## config.mk

```make
export PLATFORM = sky130hd
export DESIGN_NAME = tbh_front
export DESIGN_NICKNAME = d
export VERILOG_FILES = /design/src/design/tbh_pkg.sv /design/src/design/tbh_front.sv
export SDC_FILE = /design/constraint.sdc
export NUM_CORES = 1
export LEC_CHECK = 0
export BUFFER_PORTS_ARGS = -buffer_cell sky130_fd_sc_hd__buf_2
export CORE_ASPECT_RATIO = 0.5
export CORE_MARGIN = 2
export CORE_UTILIZATION = 50
export CTS_BUF_LIST = sky130_fd_sc_hd__clkbuf_2 sky130_fd_sc_hd__clkbuf_4 sky130_fd_sc_hd__clkbuf_8
export DETAILED_ROUTE_END_ITERATION = 8
export GPL_ROUTABILITY_DRIVEN = 0
export PLACE_DENSITY = 0.68
export SKIP_CTS_REPAIR_TIMING = 1
export SYNTH_ARGS = -nofsm -noshare
export SYNTH_HDL_FRONTEND = slang
export SYNTH_SLANG_ARGS = --single-unit
```

## constraint.sdc

```tcl
create_clock -name clk -period 14.45 [get_ports clk]
set_clock_uncertainty 0.1 [all_clocks]
set_input_delay 0.7225 -clock clk [delete_from_list [all_inputs] [get_ports clk]]
set_output_delay 0.7225 -clock clk [all_outputs]
set_load 0.05 [all_outputs]
```

## src/design/tbh_pkg.sv

```systemverilog
package tbh_pkg;

    // Fixed field widths
    localparam int TIME_W      = 64;
    localparam int BW_W        = 63;
    localparam int IDX_IN_W    = 10;
    localparam int STATUS_W    = 3;
    localparam int OUT_HITS_W  = 32;
    localparam int USE_W       = 11;
    localparam int CFG_IDX_W   = 8;
    localparam int STEP_W      = $clog2(TIME_W);

    // Command queue between front and back
    localparam int QUEUE_DEPTH = 2;
    localparam int QPTR_W      = (QUEUE_DEPTH > 1) ? $clog2(QUEUE_DEPTH) : 1;
    localparam int QCNT_W      = $clog2(QUEUE_DEPTH + 1);

    // Register indexes
    localparam logic [CFG_IDX_W-1:0] REG_WINDOW_START = CFG_IDX_W'(0);
    localparam logic [CFG_IDX_W-1:0] REG_WINDOW_END   = CFG_IDX_W'(1);
    localparam logic [CFG_IDX_W-1:0] REG_BIN_WIDTH    = CFG_IDX_W'(2);

    // Request modes
    localparam logic [1:0] MODE_RECORD = 2'd0;
    localparam logic [1:0] MODE_READ   = 2'd1;
    localparam logic [1:0] MODE_CLEAR  = 2'd2;

    typedef enum logic [STATUS_W-1:0] {
        ST_COUNTED   = 3'd0,
        ST_DROPPED   = 3'd1,
        ST_READ_OK   = 3'd2,
        ST_BAD_INDEX = 3'd3,
        ST_CLEARED   = 3'd4
    } tbh_status_t;

    typedef enum logic [2:0] {
        OP_RECORD,
        OP_READ,
        OP_CLEAR,
        OP_BAD,
        OP_RECALC
    } tbh_op_t;

    // One queued command
    typedef struct packed {
        tbh_op_t               op;
        logic                  window_ok;  // record: t >= start; recalc: start < end; bw != 0
        logic [TIME_W-1:0]     operand;    // record: time - start; recalc: end - start
        logic [BW_W-1:0]       divisor;    // bucket width
        logic [TIME_W-1:0]     base;       // window start
        logic [IDX_IN_W-1:0]   index;      // read bucket
    } tbh_cmd_t;

    // Back part to front part
    typedef struct packed {
        logic pop;
        logic init_active;
    } tbh_back_ctl_t;

endpackage

```

## src/design/tbh_front.sv

```systemverilog
module tbh_front import tbh_pkg::*; (
    input  logic                       clk,
    input  logic                       rst_n,
    input  logic                       start,
    input  logic [1:0]                 mode,
    input  logic signed [TIME_W-1:0]   event_time,
    input  logic [IDX_IN_W-1:0]        query_index,
    input  logic                       cfg_valid,
    input  logic [CFG_IDX_W-1:0]       cfg_index,
    input  logic [TIME_W-1:0]          cfg_data,
    input  tbh_back_ctl_t              back_ctl,
    output logic                       busy,
    output logic                       cfg_ready,
    output logic                       head_valid,
    output tbh_cmd_t                   head
);

    logic signed [TIME_W-1:0] ws_reg, ws_next;
    logic signed [TIME_W-1:0] we_reg, we_next;
    logic [BW_W-1:0]          bw_reg, bw_next;

    tbh_cmd_t                 entries_reg [QUEUE_DEPTH];
    logic [QPTR_W-1:0]        wr_ptr_reg, rd_ptr_reg;
    logic [QCNT_W-1:0]        count_reg;

    logic                     has_space;
    logic                     item_accept;
    logic                     cfg_accept;
    logic                     cfg_hit;
    logic                     push;
    tbh_cmd_t                 item_cmd;
    tbh_cmd_t                 recalc_cmd;
    tbh_cmd_t                 push_cmd;

    // Handshakes
    assign has_space   = count_reg != QCNT_W'(QUEUE_DEPTH);
    assign busy        = !has_space || back_ctl.init_active;
    assign item_accept = start && !busy;
    assign cfg_ready   = has_space && !item_accept;
    assign cfg_accept  = cfg_valid && cfg_ready;

    // Register file next values
    always_comb
    begin
        ws_next = ws_reg;
        we_next = we_reg;
        bw_next = bw_reg;
        cfg_hit = 1'b0;
        if (cfg_accept)
        begin
            case (cfg_index)
                REG_WINDOW_START:
                begin
                    ws_next = cfg_data;
                    cfg_hit = 1'b1;
                end
                REG_WINDOW_END:
                begin
                    we_next = cfg_data;
                    cfg_hit = 1'b1;
                end
                REG_BIN_WIDTH:
                begin
                    bw_next = cfg_data[BW_W-1:0];
                    cfg_hit = 1'b1;
                end
                default:
                begin
                    cfg_hit = 1'b0;
                end
            endcase
        end
    end

    // Classify an incoming request
    always_comb
    begin
        item_cmd.window_ok = !(event_time < ws_reg) && (bw_reg != '0);
        item_cmd.operand   = event_time - ws_reg;
        item_cmd.divisor   = bw_reg;
        item_cmd.base      = ws_reg;
        item_cmd.index     = query_index;
        case (mode)
            MODE_RECORD: item_cmd.op = OP_RECORD;
            MODE_READ:   item_cmd.op = OP_READ;
            MODE_CLEAR:  item_cmd.op = OP_CLEAR;
            default:     item_cmd.op = OP_BAD;
        endcase
    end

    // Bucket count recompute after a register write
    always_comb
    begin
        recalc_cmd.op        = OP_RECALC;
        recalc_cmd.window_ok = (ws_next < we_next) && (bw_next != '0);
        recalc_cmd.operand   = we_next - ws_next;
        recalc_cmd.divisor   = bw_next;
        recalc_cmd.base      = ws_next;
        recalc_cmd.index     = '0;
    end

    assign push     = item_accept || cfg_hit;
    assign push_cmd = item_accept ? item_cmd : recalc_cmd;

    // Config registers and queue control
    always_ff @(posedge clk or negedge rst_n)
    begin
        if (!rst_n)
        begin
            ws_reg     <= '0;
            we_reg     <= '0;
            bw_reg     <= BW_W'(1);
            wr_ptr_reg <= '0;
            rd_ptr_reg <= '0;
            count_reg  <= '0;
        end
        else
        begin
            ws_reg <= ws_next;
            we_reg <= we_next;
            bw_reg <= bw_next;
            if (push)
            begin
                wr_ptr_reg <= (wr_ptr_reg == QPTR_W'(QUEUE_DEPTH - 1)) ? '0
                                                                       : wr_ptr_reg + QPTR_W'(1);
            end
            if (back_ctl.pop)
            begin
                rd_ptr_reg <= (rd_ptr_reg == QPTR_W'(QUEUE_DEPTH - 1)) ? '0
                                                                       : rd_ptr_reg + QPTR_W'(1);
            end
            case ({push, back_ctl.pop})
                2'b10:   count_reg <= count_reg + QCNT_W'(1);
                2'b01:   count_reg <= count_reg - QCNT_W'(1);
                default: count_reg <= count_reg;
            endcase
        end
    end

    // Queue storage
    always_ff @(posedge clk)
    begin
        if (push)
        begin
            entries_reg[wr_ptr_reg] <= push_cmd;
        end
    end

    assign head_valid = count_reg != '0;
    assign head       = entries_reg[rd_ptr_reg];

endmodule

```

==> reports/results.tsv <==
stage	metric	value	unit
power	p_switching	2.16	mW
power	p_leak	15.7	nW
die	rows	65	
critical_path	worst_setup_path_start_kind	register	
power	p_sw_share	38.4	%
logic_synthesis	synth_area	0.0321	sq mm
logic_synthesis	synth_ff_type	edfxtp_1	
logic_synthesis	synthTopCellsByArea	edfxtp_1 (38%), dfrtp_1 (15%), mux2_2 (14%)	
critical_path	cp.required	14.78	ns
layout	layout-drive-gt1-share	31.1	%
die	die_w	362	um
clocking	clk-insertion-delay-late	0.71	ns
power	power.internal	3.46	mW
power	p_comb_share	35.0	%
critical_path	end_kind	register	
critical_path	r2r_slack	7.27	ns
layout	areaGrowthSynthToFinish	13.8	%
clocking	numCtsBuffers	88	
placement	port-buffer-count	361	
logic_synthesis	yosysTopAreaCell	edfxtp_1	
die	start_util	50.7	%
die	pin_count	362	
flow_run	maxCapViolations	0	
min_path	hp-start	back_ctl[1]	
die	core-area	0.0633	sq mm
logic_synthesis	synth_top_area_share	38.4	%
logic_synthesis	synth_cell_types	79	
critical_path	cp.arrival	7.51	ns
power	powerDensity	154	mW/mm^2
critical_path	crit_path_max_fanout	51	
global_routing	grt_pass1_vias	22100	
clocking	cts_tree	done	
route	antenna_left	0	
placement	hpwl	64.2	mm
critical_path	reg2reg_depth	17	
timing	slew_viol_final	0	
layout	mostFrequentLayoutCells	edfxtp_1 (410), mux2_2 (397), buf_2 (360)	
clocking	clk_pin_slew	0.07	ns
die	die_area	0.0663	sq mm
timing	fmax	0.139	GHz
power	clkPwrFrac	26.6	%
timing	relSlewSlack	18.4	%
logic_synthesis	syn_inst	2732	
route	wl_per_cell	22.0	um
route	drt_iter0_drc	2263	
power	seqPwrFrac	38.3	%
timing	tns	0	ns
global_routing	antenna_found_initial	0	
critical_path	cp_slowest_cell	nor3b_2	
route	first_pass_iters	8	
logic_synthesis	syn_nets	3017	
clocking	clockBufferDepth	3	
timing	worst_pin_slew	1.21	ns
min_path	hold_class	input pin to register	
logic_synthesis	synth_edf_count	410	
placement	dp_slack	7.21	ns
logic_synthesis	syn_area_per_cell	11.7	sq um
logic_synthesis	synthArstFlopShare	32.2	%
timing	grt_setup_unrepaired	false	
min_path	hold_depth	2	
global_routing	grt_first_pass_wirelength	129	mm
timing	min_period	7.18	ns
power	p_total	5.62	mW
route	vias	23000	
status	status	completed	
critical_path	r2r_start	count_reg[1]	
critical_path	slowest_delay	1.02	ns
global_routing	grt_usage	25.7	%
logic_synthesis	ys_ff_latch	605	
critical_path	r2r-end	entries_reg[1][199]	
power	max-vdd-ir-drop	0.0855	mV
critical_path	critPathKind	register to register	
layout	antennaDiodeCount	0	
layout	layout.nets	3353	
clocking	cts-root-buf	clkbuf_8	
timing	period_share	49.7	%
die	die_h	183	um
global_routing	grt_max_degree	107	
layout	largest_reg_flops	410	
clocking	htree_levels	3	
logic_synthesis	ys_seq_area_share	53.6	%
route	routed_via_density	5.79	
critical_path	critical_path.cell_chain	nor2b_1, a21oi_1, nand3_1, nor3b_2, buf_4, mux2_2, ha_1, and3_1, nand2_1, nor4_1, o21ai_0, a21oi_1, o211ai_1, nand2_1, a41oi_1, xor2_1, o211ai_1	
route	routed_wl	87.5	mm
timing	finalHoldViolations	0	
route	drc	0	
clocking	clock-sinks	605	
logic_synthesis	yosys_warnings	0	
timing	postLayoutSetupSlackWorst	7.27	ns
timing	finalSetupViolations	0	
layout	design_area	0.0365	sq mm
placement	dpl_cell_area	0.0346	sq mm
global_routing	grt-ovfl-total	0	
layout	layout_commonest_cell	edfxtp_1	
layout	fin_util	57.7	%
min_path	whs_endpoint	rd_ptr_reg	
-- worst max-delay path by stage --
stage          depth (start not counted)         start             endpoint  slack [ns]
6_report                              17  count_reg[1]  entries_reg[1][199]        7.27
5_1_grt                               17  count_reg[1]  entries_reg[1][199]        7.12
4_1_cts                               17  count_reg[1]  entries_reg[1][199]        7.59
3_5_place_dp                          17  cfg_index[4]  entries_reg[1][195]        7.21
3_3_place_gp                          17  cfg_index[4]  entries_reg[0][195]        7.33
2_1_floorplan                          5         start    entries_reg[1][0]        2.47
-- cell type report --
type                            instances  area, sq um
Tap cell                              837         1050
Sequential cell                       605        17200
Inverter                              166          623
Clock inverter                         36          338
Clock buffer                          129         1560
Multi-Input combinational cell       1827        13800
Fill cell                            5261        26800
Timing Repair Buffer                  380         1960
-- per-stage QoR --
step                std cells  hold slack [ns]
floorplan                2732            0.327
global placement         3814            0.371
detailed placement       3814            0.381
CTS                      3979           -0.127
global route             3980           0.0974
finish                   3980            0.123
-- cells in the mapped netlist, types with 8 or more instances --
cell	number
a211oi_1	9
a21o_1	68
a21oi_1	195
a31o_2	8
and3_1	17
buf_2	14
clkbuf_1	112
dfrtp_1	194
edfxtp_1	410
ha_1	129
inv_1	166
mux2_2	397
mux2i_1	11
nand2_1	200
nand2b_1	12
nand3_1	22
nand4_1	50
nor2_1	107
nor2b_1	15
nor3_1	27
nor4_1	37
o211ai_1	11
o21a_1	12
o21ai_0	215
o21ai_1	13
o21bai_1	28
or3_1	12
xnor2_1	80
xor2_1	40
-- power groups by stage --
| stage | Sequential [mW] | Clock (mW) | Combinational [mW] |
|---|---|---|---|
| after CTS | 2.16 | 1.52 | 1.98 |
| after global placement | 2.18 | 0 | 1.96 |
| after detailed placement | 2.19 | 0 | 1.97 |
| after global routing | 2.17 | 1.60 | 2.07 |
| final | 2.15 | 1.50 | 1.97 |
| after floorplan | 2.20 | 0 | 1.52 |
-- critical path: cells and delay by family (launching register included) --
| kind | cells | cell delay [ns] |
|---|---|---|
| simple gates | 7 | 2.82 |
| compound gates | 6 | 1.79 |
| buf+inv | 1 | 0.74 |
| mux | 1 | 0.42 |
| flops | 1 | 0.40 |
| fa+ha+maj | 1 | 0.39 |
| xor+xnor | 1 | 0.20 |
-- cells by family after synthesis --
logic type / count (synthesis) / synth area share [%]
mux: 408 / 14.3
simple gates: 531 / 7.93
fa+ha+maj: 131 / 5.15
xor+xnor: 120 / 3.28
buf+inv: 300 / 3.57
flops: 605 / 53.6
compound gates: 637 / 12.2
-- metal layers --
layer  share of wire, %  GRT usage, %  up-vias
met5                  0             0        -
met4                2.8          7.70        0
met3                6.1          4.79      156
met2                 50          44.4      771
met1                 41          33.1    11300
li1                   -             -    10800
Power figures use the tool's default switching activity.
